<file path="config.mk">
export PLATFORM = sky130hd
export DESIGN_NAME = vt100_escape_sequence_parser
export DESIGN_NICKNAME = d
export VERILOG_FILES = /design/src/rtl/core/vtp_pkg.sv /design/src/rtl/core/vtp_front.sv /design/src/rtl/core/vtp_queue.sv /design/src/rtl/core/vtp_back.sv /design/src/rtl/core/vt100_escape_sequence_parser.sv
export SDC_FILE = /design/constraint.sdc
export NUM_CORES = 1
export LEC_CHECK = 0
export BUFFER_PORTS_ARGS = -buffer_cell sky130_fd_sc_hd__buf_4
export CORE_MARGIN = 2
export CORE_UTILIZATION = 40
export DETAILED_ROUTE_END_ITERATION = 12
export PLACE_DENSITY = 0.67
export SYNTH_ARGS = -nofsm -noshare
export SYNTH_HDL_FRONTEND = slang
export SYNTH_SLANG_ARGS = --single-unit
</file>
<file path="constraint.sdc">
create_clock -name clk -period 12.31 [get_ports clk]
set_input_delay 0 -clock clk [delete_from_list [all_inputs] [get_ports clk]]
set_output_delay 0 -clock clk [all_outputs]
set_load 0.03 [all_outputs]
</file>
<file path="src/rtl/core/vtp_pkg.sv">
// ----------------------------------------------------------------------------
// vtp_pkg
// Shared types and codes for the escape sequence parser: byte classes,
// final letters, result status and command codes.
// ----------------------------------------------------------------------------
`default_nettype none

package vtp_pkg;

    localparam int QUEUE_DEPTH = 2;

    localparam int BYTE_W   = 8;
    localparam int NUM_W    = 16;
    localparam int STATUS_W = 2;
    localparam int CMD_W    = 4;
    localparam int KIND_W   = 3;
    localparam int VAL_W    = 4;
    localparam int OUT_W    = 40;

    // byte classes
    localparam logic [KIND_W-1:0] KIND_OTHER = 3'd0;
    localparam logic [KIND_W-1:0] KIND_ESC   = 3'd1;
    localparam logic [KIND_W-1:0] KIND_OPEN  = 3'd2;
    localparam logic [KIND_W-1:0] KIND_DIGIT = 3'd3;
    localparam logic [KIND_W-1:0] KIND_SEP   = 3'd4;
    localparam logic [KIND_W-1:0] KIND_FINAL = 3'd5;

    // final letters
    localparam logic [VAL_W-1:0] FIN_A  = 4'd0;
    localparam logic [VAL_W-1:0] FIN_B  = 4'd1;
    localparam logic [VAL_W-1:0] FIN_C  = 4'd2;
    localparam logic [VAL_W-1:0] FIN_D  = 4'd3;
    localparam logic [VAL_W-1:0] FIN_H  = 4'd4;
    localparam logic [VAL_W-1:0] FIN_LF = 4'd5;
    localparam logic [VAL_W-1:0] FIN_J  = 4'd6;
    localparam logic [VAL_W-1:0] FIN_K  = 4'd7;
    localparam logic [VAL_W-1:0] FIN_LH = 4'd8;
    localparam logic [VAL_W-1:0] FIN_LL = 4'd9;
    localparam logic [VAL_W-1:0] FIN_LM = 4'd10;
    localparam logic [VAL_W-1:0] FIN_LN = 4'd11;
    localparam logic [VAL_W-1:0] FIN_LS = 4'd12;
    localparam logic [VAL_W-1:0] FIN_LU = 4'd13;

    // result status
    localparam logic [STATUS_W-1:0] ST_MORE = 2'd0;
    localparam logic [STATUS_W-1:0] ST_DONE = 2'd1;
    localparam logic [STATUS_W-1:0] ST_BAD  = 2'd2;

    // command codes
    localparam logic [CMD_W-1:0] CMD_NONE     = 4'd0;
    localparam logic [CMD_W-1:0] CMD_SCROLL   = 4'd1;
    localparam logic [CMD_W-1:0] CMD_UP       = 4'd2;
    localparam logic [CMD_W-1:0] CMD_DOWN     = 4'd3;
    localparam logic [CMD_W-1:0] CMD_RIGHT    = 4'd4;
    localparam logic [CMD_W-1:0] CMD_LEFT     = 4'd5;
    localparam logic [CMD_W-1:0] CMD_POSITION = 4'd6;
    localparam logic [CMD_W-1:0] CMD_CLEAR    = 4'd7;
    localparam logic [CMD_W-1:0] CMD_CLEAR_EOL = 4'd8;
    localparam logic [CMD_W-1:0] CMD_WRAP_ON  = 4'd9;
    localparam logic [CMD_W-1:0] CMD_WRAP_OFF = 4'd10;
    localparam logic [CMD_W-1:0] CMD_ATTRS    = 4'd11;
    localparam logic [CMD_W-1:0] CMD_REPORT   = 4'd12;
    localparam logic [CMD_W-1:0] CMD_SAVE     = 4'd13;
    localparam logic [CMD_W-1:0] CMD_RESTORE  = 4'd14;

    typedef struct packed {
        logic [KIND_W-1:0] kind;
        logic [VAL_W-1:0]  val;
    } vtp_class_t;

endpackage

`default_nettype wire

</file>
<file path="src/rtl/core/vtp_front.sv">
// ----------------------------------------------------------------------------
// vtp_front
// Accepts input bytes and sorts each into a class with a digit value or a
// final letter code, pushing the result into the queue.
// ----------------------------------------------------------------------------
`default_nettype none

module vtp_front (
    input  wire logic                          s_tvalid,
    output logic                               s_tready,
    input  wire logic [vtp_pkg::BYTE_W-1:0]    s_tdata,
    input  wire logic                          queue_full,
    output logic                               push,
    output vtp_pkg::vtp_class_t                push_class
);
    import vtp_pkg::*;

    localparam logic [BYTE_W-1:0] CH_ESC   = 8'h1B;
    localparam logic [BYTE_W-1:0] CH_OPEN  = 8'h5B;
    localparam logic [BYTE_W-1:0] CH_SEP   = 8'h3B;
    localparam logic [BYTE_W-1:0] CH_ZERO  = 8'h30;
    localparam logic [BYTE_W-1:0] CH_NINE  = 8'h39;

    logic [BYTE_W-1:0] digit_off;

    assign s_tready  = !queue_full;
    assign push      = s_tvalid && !queue_full;
    assign digit_off = s_tdata - CH_ZERO;

    always_comb
    begin
        push_class.kind = KIND_FINAL;
        push_class.val  = FIN_A;
        priority if (s_tdata == CH_ESC)
        begin
            push_class.kind = KIND_ESC;
        end
        else if (s_tdata == CH_OPEN)
        begin
            push_class.kind = KIND_OPEN;
        end
        else if (s_tdata == CH_SEP)
        begin
            push_class.kind = KIND_SEP;
        end
        else if (s_tdata >= CH_ZERO && s_tdata <= CH_NINE)
        begin
            push_class.kind = KIND_DIGIT;
            push_class.val  = digit_off[VAL_W-1:0];
        end
        else
        begin
            unique case (s_tdata)
                8'h41:   push_class.val = FIN_A;
                8'h42:   push_class.val = FIN_B;
                8'h43:   push_class.val = FIN_C;
                8'h44:   push_class.val = FIN_D;
                8'h48:   push_class.val = FIN_H;
                8'h66:   push_class.val = FIN_LF;
                8'h4A:   push_class.val = FIN_J;
                8'h4B:   push_class.val = FIN_K;
                8'h68:   push_class.val = FIN_LH;
                8'h6C:   push_class.val = FIN_LL;
                8'h6D:   push_class.val = FIN_LM;
                8'h6E:   push_class.val = FIN_LN;
                8'h73:   push_class.val = FIN_LS;
                8'h75:   push_class.val = FIN_LU;
                default: push_class.kind = KIND_OTHER;
            endcase
        end
    end

endmodule

`default_nettype wire

</file>
<file path="src/rtl/core/vtp_queue.sv">
// ----------------------------------------------------------------------------
// vtp_queue
// Short first-in first-out queue of classified bytes between the front and
// the back; push and pop may happen in the same cycle.
// ----------------------------------------------------------------------------
`default_nettype none

module vtp_queue #(
    parameter int DEPTH = vtp_pkg::QUEUE_DEPTH
) (
    input  wire logic                 clk,
    input  wire logic                 rst_n,
    input  wire logic                 push,
    input  vtp_pkg::vtp_class_t       push_class,
    output logic                      full,
    input  wire logic                 pop,
    output vtp_pkg::vtp_class_t       pop_class,
    output logic                      not_empty
);
    import vtp_pkg::*;

    localparam int PTR_W = (DEPTH > 1) ? $clog2(DEPTH) : 1;
    localparam int CNT_W = $clog2(DEPTH + 1);

    vtp_class_t        store_mem [DEPTH];
    logic [PTR_W-1:0]  wr_ptr_reg, wr_ptr_next;
    logic [PTR_W-1:0]  rd_ptr_reg, rd_ptr_next;
    logic [CNT_W-1:0]  count_reg, count_next;
    logic              do_push, do_pop;

    assign full      = (count_reg == CNT_W'(DEPTH));
    assign not_empty = (count_reg != '0);
    assign do_push   = push && !full;
    assign do_pop    = pop && not_empty;
    assign pop_class = store_mem[rd_ptr_reg];

    always_comb
    begin
        wr_ptr_next = wr_ptr_reg;
        rd_ptr_next = rd_ptr_reg;
        count_next  = count_reg;
        if (do_push)
        begin
            wr_ptr_next = (wr_ptr_reg == PTR_W'(DEPTH - 1)) ? '0 : wr_ptr_reg + 1'b1;
        end
        if (do_pop)
        begin
            rd_ptr_next = (rd_ptr_reg == PTR_W'(DEPTH - 1)) ? '0 : rd_ptr_reg + 1'b1;
        end
        if (do_push && !do_pop)
        begin
            count_next = count_reg + 1'b1;
        end
        else if (do_pop && !do_push)
        begin
            count_next = count_reg - 1'b1;
        end
    end

    always_ff @(posedge clk or negedge rst_n)
    begin
        if (!rst_n)
        begin
            wr_ptr_reg <= '0;
            rd_ptr_reg <= '0;
            count_reg  <= '0;
        end
        else
        begin
            wr_ptr_reg <= wr_ptr_next;
            rd_ptr_reg <= rd_ptr_next;
            count_reg  <= count_next;
        end
    end

    always_ff @(posedge clk)
    begin
        if (do_push)
        begin
            store_mem[wr_ptr_reg] <= push_class;
        end
    end

    assert property (@(posedge clk) disable iff (!rst_n)
        count_reg <= CNT_W'(DEPTH))
        else $error("queue count beyond depth");

    assert property (@(posedge clk) disable iff (!rst_n)
        (do_push && !do_pop) |=> (count_reg == $past(count_reg) + 1'b1))
        else $error("queue count missed a push");

    assert property (@(posedge clk) disable iff (!rst_n)
        (count_reg == '0) |-> (wr_ptr_reg == rd_ptr_reg))
        else $error("empty queue with pointers apart");

endmodule

`default_nettype wire

</file>
<file path="src/rtl/core/vtp_back.sv">
// ----------------------------------------------------------------------------
// vtp_back
// Sequence state machine: takes classified bytes from the queue, tracks the
// numbers and flags, checks final rules and registers one result per byte.
// ----------------------------------------------------------------------------
`default_nettype none

module vtp_back (
    input  wire logic                        clk,
    input  wire logic                        rst_n,
    input  wire logic                        queue_valid,
    input  vtp_pkg::vtp_class_t              queue_class,
    output logic                             pop,
    output logic                             m_tvalid,
    input  wire logic                        m_tready,
    output logic [vtp_pkg::OUT_W-1:0]        m_tdata
);
    import vtp_pkg::*;

    localparam logic [1:0] PH_IDLE = 2'd0;
    localparam logic [1:0] PH_ESC  = 2'd1;
    localparam logic [1:0] PH_CSI  = 2'd2;

    logic [1:0]        phase_reg, phase_next;
    logic [NUM_W-1:0]  first_reg, first_next;
    logic [NUM_W-1:0]  second_reg, second_next;
    logic              first_seen_reg, first_seen_next;
    logic              second_seen_reg, second_seen_next;
    logic              sep_seen_reg, sep_seen_next;
    logic              out_valid_reg;
    logic [OUT_W-1:0]  out_data_reg;

    logic [STATUS_W-1:0] status_c;
    logic [CMD_W-1:0]    cmd_c;
    logic [CMD_W-1:0]    fin_cmd;
    logic [NUM_W-1:0]    acc_in;
    logic [NUM_W+3:0]    acc_sum;
    logic [NUM_W-1:0]    acc_sat;
    logic                bad_shape, need_none;

    assign pop      = queue_valid && (!out_valid_reg || m_tready);
    assign m_tvalid = out_valid_reg;
    assign m_tdata  = out_data_reg;

    // digit accumulate with saturation
    assign acc_in  = sep_seen_reg ? second_reg : first_reg;
    assign acc_sum = {4'b0000, acc_in} * (NUM_W+4)'(10)
                     + {{NUM_W{1'b0}}, queue_class.val};
    assign acc_sat = (|acc_sum[NUM_W+3:NUM_W]) ? {NUM_W{1'b1}} : acc_sum[NUM_W-1:0];

    assign bad_shape = sep_seen_reg || !first_seen_reg || second_seen_reg;
    assign need_none = sep_seen_reg || first_seen_reg || second_seen_reg;

    always_comb
    begin
        unique case (queue_class.val)
            FIN_A:  fin_cmd = bad_shape ? CMD_NONE : CMD_UP;
            FIN_B:  fin_cmd = bad_shape ? CMD_NONE : CMD_DOWN;
            FIN_C:  fin_cmd = bad_shape ? CMD_NONE : CMD_RIGHT;
            FIN_D:  fin_cmd = bad_shape ? CMD_NONE : CMD_LEFT;
            FIN_H,
            FIN_LF: fin_cmd = (!first_seen_reg || !second_seen_reg) ? CMD_NONE : CMD_POSITION;
            FIN_J:  fin_cmd = (bad_shape || first_reg != NUM_W'(2)) ? CMD_NONE : CMD_CLEAR;
            FIN_K:  fin_cmd = need_none ? CMD_NONE : CMD_CLEAR_EOL;
            FIN_LH: fin_cmd = (!first_seen_reg || second_seen_reg || first_reg != NUM_W'(7))
                              ? CMD_NONE : CMD_WRAP_ON;
            FIN_LL: fin_cmd = (!first_seen_reg || second_seen_reg) ? CMD_NONE : CMD_WRAP_OFF;
            FIN_LM: fin_cmd = !first_seen_reg ? CMD_NONE : CMD_ATTRS;
            FIN_LN: fin_cmd = (!first_seen_reg || second_seen_reg || first_reg != NUM_W'(6))
                              ? CMD_NONE : CMD_REPORT;
            FIN_LS: fin_cmd = need_none ? CMD_NONE : CMD_SAVE;
            FIN_LU: fin_cmd = need_none ? CMD_NONE : CMD_RESTORE;
            default: fin_cmd = CMD_NONE;
        endcase
    end

    always_comb
    begin
        status_c         = ST_MORE;
        cmd_c            = CMD_NONE;
        phase_next       = phase_reg;
        first_next       = first_reg;
        second_next      = second_reg;
        first_seen_next  = first_seen_reg;
        second_seen_next = second_seen_reg;
        sep_seen_next    = sep_seen_reg;
        unique case (phase_reg)
            PH_ESC:
            begin
                if (queue_class.kind == KIND_FINAL && queue_class.val == FIN_D)
                begin
                    status_c = ST_DONE;
                    cmd_c    = CMD_SCROLL;
                end
                else if (queue_class.kind == KIND_OPEN)
                begin
                    phase_next = PH_CSI;
                end
                else
                begin
                    status_c = ST_BAD;
                end
            end
            PH_CSI:
            begin
                unique case (queue_class.kind)
                    KIND_DIGIT:
                    begin
                        if (!sep_seen_reg)
                        begin
                            first_next      = acc_sat;
                            first_seen_next = 1'b1;
                        end
                        else
                        begin
                            second_next      = acc_sat;
                            second_seen_next = 1'b1;
                        end
                    end
                    KIND_SEP:
                    begin
                        if (sep_seen_reg)
                        begin
                            status_c = ST_BAD;
                        end
                        else
                        begin
                            sep_seen_next = 1'b1;
                        end
                    end
                    KIND_FINAL:
                    begin
                        cmd_c    = fin_cmd;
                        status_c = (fin_cmd != CMD_NONE) ? ST_DONE : ST_BAD;
                    end
                    default: status_c = ST_BAD;
                endcase
            end
            default:
            begin
                if (queue_class.kind == KIND_ESC)
                begin
                    phase_next = PH_ESC;
                end
                else
                begin
                    status_c = ST_BAD;
                end
            end
        endcase
        if (status_c != ST_MORE)
        begin
            phase_next       = PH_IDLE;
            first_next       = '0;
            second_next      = '0;
            first_seen_next  = 1'b0;
            second_seen_next = 1'b0;
            sep_seen_next    = 1'b0;
        end
    end

    always_ff @(posedge clk or negedge rst_n)
    begin
        if (!rst_n)
        begin
            phase_reg       <= PH_IDLE;
            first_reg       <= '0;
            second_reg      <= '0;
            first_seen_reg  <= 1'b0;
            second_seen_reg <= 1'b0;
            sep_seen_reg    <= 1'b0;
            out_valid_reg   <= 1'b0;
        end
        else
        begin
            if (pop)
            begin
                phase_reg       <= phase_next;
                first_reg       <= first_next;
                second_reg      <= second_next;
                first_seen_reg  <= first_seen_next;
                second_seen_reg <= second_seen_next;
                sep_seen_reg    <= sep_seen_next;
                out_valid_reg   <= 1'b1;
            end
            else if (m_tready)
            begin
                out_valid_reg <= 1'b0;
            end
        end
    end

    // result fields: status, command, first, second, has_second, pad
    always_ff @(posedge clk)
    begin
        if (pop)
        begin
            if (cmd_c != CMD_NONE && cmd_c != CMD_SCROLL)
            begin
                out_data_reg <= {1'b0, second_seen_reg, second_reg, first_reg, cmd_c, status_c};
            end
            else
            begin
                out_data_reg <= {1'b0, 1'b0, {NUM_W{1'b0}}, {NUM_W{1'b0}}, cmd_c, status_c};
            end
        end
    end

    assert property (@(posedge clk) disable iff (!rst_n)
        (pop && status_c != ST_MORE) |=> (phase_reg == PH_IDLE && !first_seen_reg
                                          && !second_seen_reg && !sep_seen_reg))
        else $error("state not cleared after a finished sequence");

    assert property (@(posedge clk) disable iff (!rst_n)
        out_valid_reg |-> ((out_data_reg[1:0] == ST_DONE) == (out_data_reg[5:2] != CMD_NONE)))
        else $error("command code disagrees with status");

    assert property (@(posedge clk) disable iff (!rst_n)
        second_seen_reg |-> sep_seen_reg)
        else $error("second number without separator");

    assert property (@(posedge clk) disable iff (!rst_n)
        (out_valid_reg && !m_tready) |-> !pop)
        else $error("result overwritten while stalled");

endmodule

`default_nettype wire

</file>
<file path="src/rtl/core/vt100_escape_sequence_parser.sv">
// ----------------------------------------------------------------------------
// vt100_escape_sequence_parser
// Byte-stream parser for ESC D and ESC [ sequences with up to two numbers.
// An accepted byte is stored in the queue; the back pops it and registers its result on m_tdata.
// Throughput: one byte per clock unless m_tready stalls the output, set by the state update in the back.
// A short queue sits between classifier and state machine; the output is registered.
// Reset clears the parse state to idle, empties the queue and drops m_tvalid.
// ----------------------------------------------------------------------------
`default_nettype none

module vt100_escape_sequence_parser #(
    parameter int QUEUE_DEPTH = vtp_pkg::QUEUE_DEPTH
) (
    input  wire logic        clk,
    input  wire logic        rst_n,
    input  wire logic        s_tvalid,
    output logic             s_tready,
    input  wire logic [7:0]  s_tdata,   // byte_in
    output logic             m_tvalid,
    input  wire logic        m_tready,
    output logic [39:0]      m_tdata    // status, command, first_number, second_number, has_second
);
    import vtp_pkg::*;

    vtp_class_t front_class;
    vtp_class_t back_class;
    logic       push, queue_full, pop, queue_valid;

    vtp_front u_front (
        .s_tvalid   (s_tvalid),
        .s_tready   (s_tready),
        .s_tdata    (s_tdata),
        .queue_full (queue_full),
        .push       (push),
        .push_class (front_class)
    );

    vtp_queue #(
        .DEPTH (QUEUE_DEPTH)
    ) u_queue (
        .clk        (clk),
        .rst_n      (rst_n),
        .push       (push),
        .push_class (front_class),
        .full       (queue_full),
        .pop        (pop),
        .pop_class  (back_class),
        .not_empty  (queue_valid)
    );

    vtp_back u_back (
        .clk         (clk),
        .rst_n       (rst_n),
        .queue_valid (queue_valid),
        .queue_class (back_class),
        .pop         (pop),
        .m_tvalid    (m_tvalid),
        .m_tready    (m_tready),
        .m_tdata     (m_tdata)
    );

endmodule

`default_nettype wire

</file>
==> metrics, run 1 <==
layout cells sized above 1=0.1810; post-synth cell types=80; Die Wd=127.5 um; post-synth top area cell=edfxtp_1; EDFF count, synth=53; vias in the first global route=4649; R2R Path Start=u_back.sep_seen_reg; Final #Nets=684; Worst-Margin Slew=1020 ps; Avg Inst Size Synth=10.21 sq um; PortBufs=52; synthesized area=6096 sq um; Worst path slowest cell=dfrtp_1; met3 Use GR=0.01843; critical path endpoint category=flop; Stages on worst setup path=14; first drt pass iteration count=4; fin crit share=0.3963; io pins=54; pwr dens=170.4 nW/um^2; unrepaired setup endpoints after global routing=no; CP delay by family, top=compound AO/OA/AOI/OAI gates; WL/cell=15.83 um; Hold Path Class=in2reg; r2r endpoint=u_back.second_reg[4]; endpoints failing hold=0; # rows=45; met2 usage=0.2690; largest net degree at the start of global routing=46; gr busiest metal=met2; cts bufs inserted=9; initial core utilization=0.4055; gr usage total=0.1667; Post-DP HPWL=9.943 mm; vias per cell=5.754; critical path startpoint=u_back.sep_seen_reg; DR iter-0 viols=349; Worst EP arrival=5040 ps; TritonCTS clock tree=built; fin crit period=4878 ps; GRT overflow=0; drc violations=0; die extent in y=127.5 um; peak per-stage delay on the critical path=1010 ps; Layout Utilization=0.4605; highest ir drop seen on vdd=0.06983 mV; Async S/R FF share, synth=0.4421; overall power=1.180 mW; Synthesis Warnings=0; DRT Wirelength=13.13 mm; gpl congestion=0.8845; # setup viols final=0; Clock Tree Root=clkbuf_16; outcome=finished clean; Max Root-Sink Buffers=2; Final Hold Slack=98.95 ps; ANT nets after route=0; TritonCTS Sinks=95; die area=16240 sq um; worst path buffer plus inverter count=2; Relative slew margins=0.3197; first-pass GRT wire length=22.43 mm; clock slew seen by the registers of the worst setup and hold paths=60 ps; Leak Pwr=2.898 nW; syn nets=645; Worst Reg-to-Reg Cells=14; largest fanout on the critical path=30; Vias=4770; flops & latches, synth=95; met1 GRT Util=0.2347; Synth area leaders=edfxtp_1 (26%), dfrtp_1 (17%), ha_1 (7.0%); max FFs per register=39; Setup CP Type=reg2reg; Worst-Skew Late Latency=340 ps; H-tree levels=3; area of the core=15030 sq um; Syn Inst Count=597; end point of the critical path=u_back.second_reg[4]; critical path startpoint category=flop; R2R setup slack=7430 ps; final cell count without fillers=829; initial antenna violation count=0; area share of the largest cell type after synthesis=0.2611; setup TNS=0 ps; placed cell count=810; Setup Skew=7.954 ps; Ant. Diodes=0; Crit path top cell by count=ha_1; critical-path cell list=mux2i_1 > inv_1 > ha_1 > ha_1 > fa_1 > a21o_1 > a311o_1 > and2_1 > o41a_1 > a311oi_1 > nand4_1 > a21oi_2 > buf_4 > a31oi_1; CTS resizes=0; post-synthesis sequential area ratio=0.4335; Final Max Tran Viols=0; f_max=205.0 MHz; Max Cap Viol=0; area grow syn2layout=13.57%; ys flop type=edfxtp_1; required time of the critical path=12470 ps
==> routing by layer <==
metal	routed length (um)	vias up
met3	455	17
li1	-	2319
met4	229	0
met1	6311	2325
met5	0	-
met2	6129	109
==> per-stage QoR <==
step	worst slack, ps	area [sq um]
after CTS	7432	6923
after floorplan	7726	6096
after detailed placement	7446	6616
final	7432	6923
after global routing	7140	6923
after global placement	7668	6616
==> placed cells by master, fill, tap and decap left out, types with 10 or more instances in the layout <==
cell type / netlist / routed
buf_4: 1 / 57
edfxtp_1: 53 / 53
o21ai_0: 45 / 45
nor2_1: 44 / 44
dfrtp_1: 42 / 42
nor2b_1: 37 / 37
ha_1: 34 / 34
a31oi_1: 29 / 29
nand2_1: 26 / 26
a21oi_1: 20 / 19
inv_1: 18 / 18
mux2_2: 15 / 15
xor2_1: 14 / 14
nor3_1: 14 / 13
xnor2_1: 12 / 12
a21o_1: 10 / 10
==> synthesized netlist by cell type (8+ instances only) <==
| cell type | count |
|---|---|
| nand2_1 | 26 |
| clkbuf_1 | 16 |
| nor3_1 | 14 |
| inv_1 | 18 |
| nor2_1 | 44 |
| ha_1 | 34 |
| dfrtp_1 | 42 |
| xnor2_1 | 12 |
| xor2_1 | 14 |
| nor3b_1 | 8 |
| mux2_2 | 15 |
| a21o_1 | 10 |
| a21oi_1 | 20 |
| buf_2 | 10 |
| o21ai_0 | 45 |
| nor2b_1 | 37 |
| edfxtp_1 | 53 |
| a31oi_1 | 29 |
==> cell type report <==
class,instances,area (sq um)
clock inverters,4,30.03
fillers,1373,8110
multi-input cells,451,3239
repair buffers,60,457.9
well taps,188,235.2
inverters,19,71.32
flip-flops and latches,95,2643
clock buffers,12,246.5
==> cells by family after synthesis <==
kind of cell,Yosys count,share of synthesized area
buf+inv,51,0.03777
fa+ha+maj,36,0.07636
simple gates,191,0.1741
xor+xnor,26,0.03736
other cells,1,0.0006152
compound gates,174,0.1983
mux,23,0.04208
flops,95,0.4335
==> worst reg2reg max path, cell delays in order (launching register included) <==
cell	delay, ps
dfrtp_1	1010
mux2i_1	410
inv_1	110
ha_1	290
ha_1	230
fa_1	410
a21o_1	250
a311o_1	410
and2_1	180
o41a_1	330
a311oi_1	270
nand4_1	180
a21oi_2	170
buf_4	310
a31oi_1	150
==> timing repair <==
action	in CTS	in global routing
endpoints found under the hold margin	44	0
buffers inserted	0	0
hold buffers	3	0
==> worst min-delay path by stage <==
stage	slack, ps	to	cells after the start	startpoint
final	100	u_queue.store_mem[0][1]	2	s_tdata[1]
after global routing	140	u_queue.store_mem[1][1]	2	s_tdata[1]
after CTS	90	u_queue.store_mem[1][1]	2	s_tdata[1]
after detailed placement	10	u_queue.wr_ptr_reg	1	rst_n
after global placement	3	u_queue.wr_ptr_reg	1	rst_n
after floorplan	-300	u_back.first_reg[0]	0	rst_n
==> power by group <==
group,internal (mW),switching [mW]
combinational,0.164,0.295
sequential,0.417,0.0457
clock,0.144,0.115
(Power assumes the default switching activity.)
==> inputs of run 2 (changes only) <==
- PLACE_DENSITY: 0.67 -> 0.69
- clock period: 12.31 -> 4.1 ns (I/O delays scaled with it)
==> run 2 against run 1 <==
Compared with the run above: flip-flop and latch count is the same; register-to-register slack lost 7400 ps; clock power grew to 2.9 times the previous value; highest routed layer unchanged.
==> metrics, run 2 (synthesis results as in run 1) <==
outcome=finished clean; area of the core=15030 sq um (unchanged); Max Cap Viol=0 (unchanged); TritonCTS clock tree=built; Setup CP Type=reg2reg; critical path startpoint category=flop; ANT nets after route=0 (unchanged); first drt pass iteration count=5 (+1); initial antenna violation count=0 (unchanged); GRT overflow=0 (unchanged); setup TNS=0 ps (unchanged); Max Root-Sink Buffers=2 (unchanged); end point of the critical path=u_back.first_reg[7]; DRT Wirelength=14.24 mm (+8.4%); io pins=54 (unchanged); Worst-Margin Slew=993.4 ps (-27.07 ps); die extent in y=127.5 um (unchanged); die area=16240 sq um (unchanged); Hold Path Class=in2reg; Vias=4959 (+4.0%); PortBufs=52 (unchanged); most common cell after layout, fill and taps aside=buf_4; R2R Path Start=u_back.sep_seen_reg; fin crit period=4043 ps (-835.5 ps); Worst Reg-to-Reg Cells=15 (+1); top layer reached by signal wires=met4; R2R setup slack=60 ps (-7370 ps); clock slew seen by the registers of the worst setup and hold paths=70 ps (about the same); endpoints failing hold=0 (unchanged); Ant. Diodes=0 (unchanged); # rows=45 (unchanged); Placement Setup Slack=-21.62 ps (-7468 ps); # setup viols final=0 (unchanged); fillers=1293 (-5.8%); drc violations=0 (unchanged); critical path startpoint=u_back.sep_seen_reg; Worst EP arrival=4240 ps (-800 ps); unrepaired setup endpoints after global routing=yes; met1 WL=6.332 mm (+0.33%); layout cells sized above 1=0.2600 (+0.07906); Final Max Tran Viols=0 (unchanged); cts bufs inserted=9 (unchanged); H-tree levels=3 (unchanged); WL/cell=16.53 um (+4.4%); vias in the first global route=4638 (-0.24%); hold path cells=3 (+1); required time of the critical path=4300 ps (-8170 ps); Worst-Skew Late Latency=350 ps (about the same); most frequent cells in the layout=buf_4 (82), edfxtp_1 (53), nor2_1 (44), o21ai_0 (44), dfrtp_1 (41); fin crit share=0.9861 (+0.5898); area grow syn2layout=22.93%; f_max=247.3 MHz (+21%); first-pass GRT wire length=22.46 mm (+0.15%); final setup margin=57.10 ps (-7375 ps); vias per cell=5.760 (about the same); critical path endpoint category=flop; largest fanout on the critical path=8 (-73%); Relative slew margins=0.3377 (+0.01805); gr usage total=0.1679 (+0.001164); TritonCTS Sinks=95 (unchanged); gpl congestion=0.9048 (+2.3%); Final #Nets=716 (+4.7%); largest net degree at the start of global routing=45 (-2.2%); Routed met3 length=689 um (+51%); Die Wd=127.5 um (unchanged); Setup Skew=9.946 ps (+1.992 ps); Leak Pwr=3.065 nW (+5.8%); r2r endpoint=u_back.first_reg[7]; max FFs per register=39 (unchanged); Clock Tree Root=clkbuf_16; met2 wire length=6.850 mm (+12%); initial core utilization=0.4055 (unchanged); highest ir drop seen on vdd=0.2110 mV (+200%); pwr dens=495.6 nW/um^2 (+190%); Post-DP HPWL=9.980 mm (+0.38%); DR iter-0 viols=429 (+23%)
run 2: where the power goes:
group / total (mW) / internal [mW] / switching [mW] / leakage, nW
registers: 1.36 / 1.25 / 0.106 / 1.10
clock network: 0.761 / 0.409 / 0.352 / 0.126
logic: 1.59 / 0.596 / 0.996 / 1.84
total: 3.71 / 2.26 / 1.45 / 3.07
run 2: through the flow:
step / cells / cell area (sq um) / total power, mW / utilization / hold slack [ps]
floorplan: 597 / 6123 / 2.399 / - / -295.6
global placement: 828 / 6768 / 2.771 / 0.4502 / 3.527
detailed placement: 828 / 6768 / 2.826 / 0.4502 / 13.89
CTS: 847 / 7066 / 3.585 / 0.4700 / 105.4
global route: 861 / 7493 / 3.893 / 0.4985 / 140.6
finish: 861 / 7493 / 3.713 / 0.4985 / 110.8
run 2: area by class of cell:
class	count	area, sq um	share of cell area
multi-input combinational	451	3516	0.4692
sequential	95	2644	0.3528
tap	188	235.2	0.03139
clock inverter	6	37.54	0.005009
timing repair buffer	92	760.7	0.1015
inverter	19	71.32	0.009517
clock buffer	10	229.0	0.03056
run 2: worst min-delay path by stage:
stage	endpoint	from
after global routing	u_queue.store_mem[0][6]	s_tdata[6]
after detailed placement	u_queue.wr_ptr_reg	rst_n
after CTS	u_queue.store_mem[1][6]	s_tdata[7]
after floorplan	u_back.first_reg[0]	rst_n
final	u_queue.store_mem[0][6]	s_tdata[7]
after global placement	u_queue.wr_ptr_reg	rst_n
run 2: worst max-delay path, stage by stage, from the launching register on:
cell	delay, ps
dfrtp_2	480
buf_6	150
mux2_4	320
ha_4	170
ha_4	160
fa_2	390
a21o_1	200
a311o_1	320
a221oi_2	280
nand4_1	180
buf_4	200
nor4b_2	200
nand4_1	200
a21oi_4	330
clkbuf_16	240
a31oi_1	100
run 2: what timing repair did:
item                       4_1_cts  5_1_grt
setup endpoints to repair        3       30
gates cloned                     0        3
setup buffers                    0       11
hold endpoints to repair        44        0
hold buffers                     3        0
resized for setup                1       39
pin swaps                        0       16
run 2: layer usage:
layer | track usage | vias up
met3 | 0.02471 | 30
met2 | 0.2778 | 177
met1 | 0.2268 | 2355
met5 | 0 | -
met4 | 0.05624 | 0
li1 | - | 2397
==> inputs of run 3 (changes only) <==
--- a/config.mk
+++ b/config.mk
@@ -7,7 +7,8 @@
 export LEC_CHECK = 0
+export ABC_AREA = 1
 export BUFFER_PORTS_ARGS = -buffer_cell sky130_fd_sc_hd__buf_4
 export CORE_MARGIN = 2
-export CORE_UTILIZATION = 40
+export CORE_UTILIZATION = 50
 export DETAILED_ROUTE_END_ITERATION = 12
-export PLACE_DENSITY = 0.69
+export PLACE_DENSITY = 0.81
 export SYNTH_ARGS = -nofsm -noshare
--- a/constraint.sdc
+++ b/constraint.sdc
@@ -3,2 +3,2 @@
 set_output_delay 0 -clock clk [all_outputs]
-set_load 0.03 [all_outputs]
+set_load 0.02 [all_outputs]
==> run 3 against run 2 <==
Compared with the run above: clock-buffer cell count unchanged; worst hold slack worse by 66 ps; area after synthesis is 5.7% higher; clock skew is 2.0 ps higher; sequential power increased by 15%; synthesized cell count up 40%; wire length decreased by 4.2%; flip-flop and latch count is the same; sequential share of layout area is 0.76 points higher; non-clock buffer count shrank 29; setup slack better by 180 ps; critical path type unchanged; critical endpoint is now u_back.second_reg[2].
==> metrics, run 3 <==
sw frac=0.4900 (+0.09831); Vias=5457 (+10%); DR iter-0 viols=391 (-8.9%); most frequent cells in the layout=nand2_1 (196), inv_1 (114), nor2_1 (102); clock slew seen by the registers of the worst setup and hold paths=70 ps (about the same); most common cell after layout, fill and taps aside=nand2_1; die extent in y=117.5 um (-7.8%); first-pass GRT wire length=23.24 mm (+3.5%); TritonCTS Sinks=95 (unchanged); Syn Inst Count=836 (+40%); Post-DP HPWL=10.17 mm (+1.9%); largest fanout on the critical path=16 (+8); drc violations=0 (unchanged); gr usage total=0.2032 (+0.03527); synthesized area=6444 sq um (+5.7%); Async S/R FF share, synth=0.4421 (unchanged); Max Cap Viol=0 (unchanged); Final #Nets=940 (+31%); initial antenna violation count=0 (unchanged); sequential share of power=0.280 (-0.086); Worst-Skew Late Latency=350 ps (about the same); Layout Utilization=0.5812 (+0.08274); highest ir drop seen on vdd=0.3639 mV (+72%); post-synth cell types=45 (-44%); Final Hold Slack=44.50 ps (-66.28 ps); P_sw=2.750 mW (+89%); DP Area=6997 sq um (+3.4%); final setup margin=241.3 ps (+184.2 ps); required time of the critical path=4340 ps (+40 ps); critical path startpoint category=flop; EDFF count, synth=53 (unchanged); # rows=41 (-8.9%); WL/cell=12.76 um (-23%); # setup viols final=0 (unchanged); io pins=54 (unchanged); Hold Path Class=in2reg; endpoints failing hold=0 (unchanged); flops & latches, synth=95 (unchanged); Setup CP Type=reg2reg; ys flop type=edfxtp_1; largest net degree at the start of global routing=43 (-4.4%); first drt pass iteration count=5 (unchanged); Avg Inst Size Synth=7.708 sq um (-25%); final cell count without fillers=1069 (+24%); outcome=finished clean; pwr dens=765.1 nW/um^2 (+54%); Design Area, Final=7335 sq um (-2.1%); fin crit share=0.9411 (-0.04494); post-synthesis sequential area ratio=0.4101 (-0.02340); Max Root-Sink Buffers=2 (unchanged); power share of the combinational group=0.578 (+0.149); Setup Skew=11.97 ps (+2.025 ps); f_max=259.2 MHz (+4.8%); fin crit period=3859 ps (-184.2 ps); area share of the largest cell type after synthesis=0.2470 (-0.01409); initial core utilization=0.5106 (+0.1051); TritonCTS clock tree=built; post-synth top area cell=edfxtp_1; syn nets=884 (+37%); Leak Pwr=3.569 nW (+16%); Internal Power=2.862 mW (+27%); die area=13810 sq um (-15%); Worst EP arrival=4090 ps (-150 ps); Clk pwr share=0.142 (-0.063); area of the core=12620 sq um (-16%); max FFs per register=39 (unchanged); fillers=1153 (-11%); Ant. Diodes=0 (unchanged); area grow syn2layout=13.83%; DRT Wirelength=13.64 mm (-4.2%); Synth area leaders=edfxtp_1 (25%), dfrtp_1 (16%), nand2_1 (11%); H-tree levels=3 (unchanged); Worst-Margin Slew=602.4 ps (-391.0 ps); layout cells sized above 1=0.1650 (-0.09504); gpl congestion=0.9612 (+6.2%); PortBufs=52 (unchanged); Die Wd=117.5 um (-7.8%); Final Max Tran Viols=0 (unchanged); vias per cell=5.105 (-11%); cell with the most instances after synthesis=nand2_1; Placement Setup Slack=103.6 ps (+125.3 ps); vias in the first global route=5026 (+8.4%); Synthesis Warnings=0 (unchanged); Relative slew margins=0.5969 (+0.2592); cts bufs inserted=9 (unchanged); ANT nets after route=0 (unchanged); placed cell count=1049 (+27%); Clock Tree Root=clkbuf_16; critical path endpoint category=flop; Post-synth top cells=nand2_1 (196), inv_1 (114), nor2_1 (102); GRT overflow=0 (unchanged)
run 3: changes by cell type after synthesis, sizes merged, moves of 15 or more:
| cell | before | now |
|---|---|---|
| a31oi | 29 | 4 |
| inv | 19 | 122 |
| nand2 | 26 | 233 |
| mux2 | 15 | 0 |
| nor2b | 37 | 0 |
| nor2 | 44 | 115 |
| nand3 | 6 | 99 |
run 3: final cells by class:
class / count / area (sq um) / area share
Clock buffer: 10 / 229.0 / 0.03122
Clock inverter: 6 / 52.55 / 0.007165
Inverter: 122 / 460.4 / 0.06278
Multi-Input combinational cell: 601 / 3251 / 0.4432
Sequential cell: 95 / 2644 / 0.3605
Tap cell: 172 / 215.2 / 0.02934
Timing Repair Buffer: 63 / 483.0 / 0.06585
run 3: cell families after synthesis:
| kind of cell | share of synthesized area |
|---|---|
| other | 0.0005820 |
| adders and majority gates | 0.07223 |
| AOI/OAI and AO/OA | 0.06952 |
| buffers and inverters | 0.09029 |
| DFF | 0.4101 |
| and+or+nand+nor | 0.3396 |
| xor gates and xnor gates | 0.01767 |
run 3: per-stage QoR:
step | power (mW) | setup TNS (ps)
after floorplan | 4.057 | 0
after global placement | 4.710 | 0
after detailed placement | 4.780 | 0
after CTS | 5.592 | 0
after global routing | 6.074 | -16.75
final | 5.612 | 0
run 3: path summary, 6_finish.rpt:
check / from / to / slack [ps] / depth (start not counted)
worst max-delay path: u_back.sep_seen_reg / u_back.second_reg[2] / 240 / 20
worst min-delay path: s_tvalid / u_queue.wr_ptr_reg / 40 / 5
worst max register to register: u_back.sep_seen_reg / u_back.second_reg[2] / 240 / 20
worst min register to register: u_queue.count_reg[0] / u_queue.count_reg[0] / 480 / 1
max in group asynchronous: rst_n / u_back.sep_seen_reg / 3480 / 2
min in group asynchronous: rst_n / u_back.m_tvalid / 180 / 2
run 3: what timing repair did:
action / 4_1_cts / 5_1_grt
hold buffers: 2 / 0
setup endpoints to repair: 0 / 32
endpoints found under the hold margin: 43 / 0
setup buffers: 0 / 2
gates resized for setup: 0 / 10
run 3: critical path: stages, from the launching register on:
cell and delay [ps]:
dfrtp_2 460, buf_2 190, o21ai_4 170, inv_1 90, ha_1 280, ha_1 240, fa_1 540, nand2_1 90
nor2_1 130, nand2_1 90, a21oi_2 150, nand3_1 110, nor2_2 150, nand4_1 150, nor2_1 180, nand2_1 100
o21ai_2 150, buf_6 190, nand3_1 130, nand3_1 110, nand2_1 50
run 3: power groups by stage:
stage                     registers (mW)  logic (mW)  clock network (mW)
after global placement              1.58        3.13                   0
after CTS                           1.57        3.22               0.804
final                               1.57        3.25               0.795
after detailed placement            1.58        3.19                   0
after floorplan                     1.76        2.29                   0
after global routing                1.61        3.62               0.844
run 3: routing by layer:
| layer | up-vias | global-route usage | part of all wire |
|---|---|---|---|
| met2 | 172 | 0.3220 | 0.46 |
| met4 | 0 | 0.06476 | 0.015 |
| met3 | 16 | 0.03440 | 0.057 |
| met5 | - | 0 | 0 |
| met1 | 2442 | 0.2861 | 0.47 |
| li1 | 2827 | - | - |
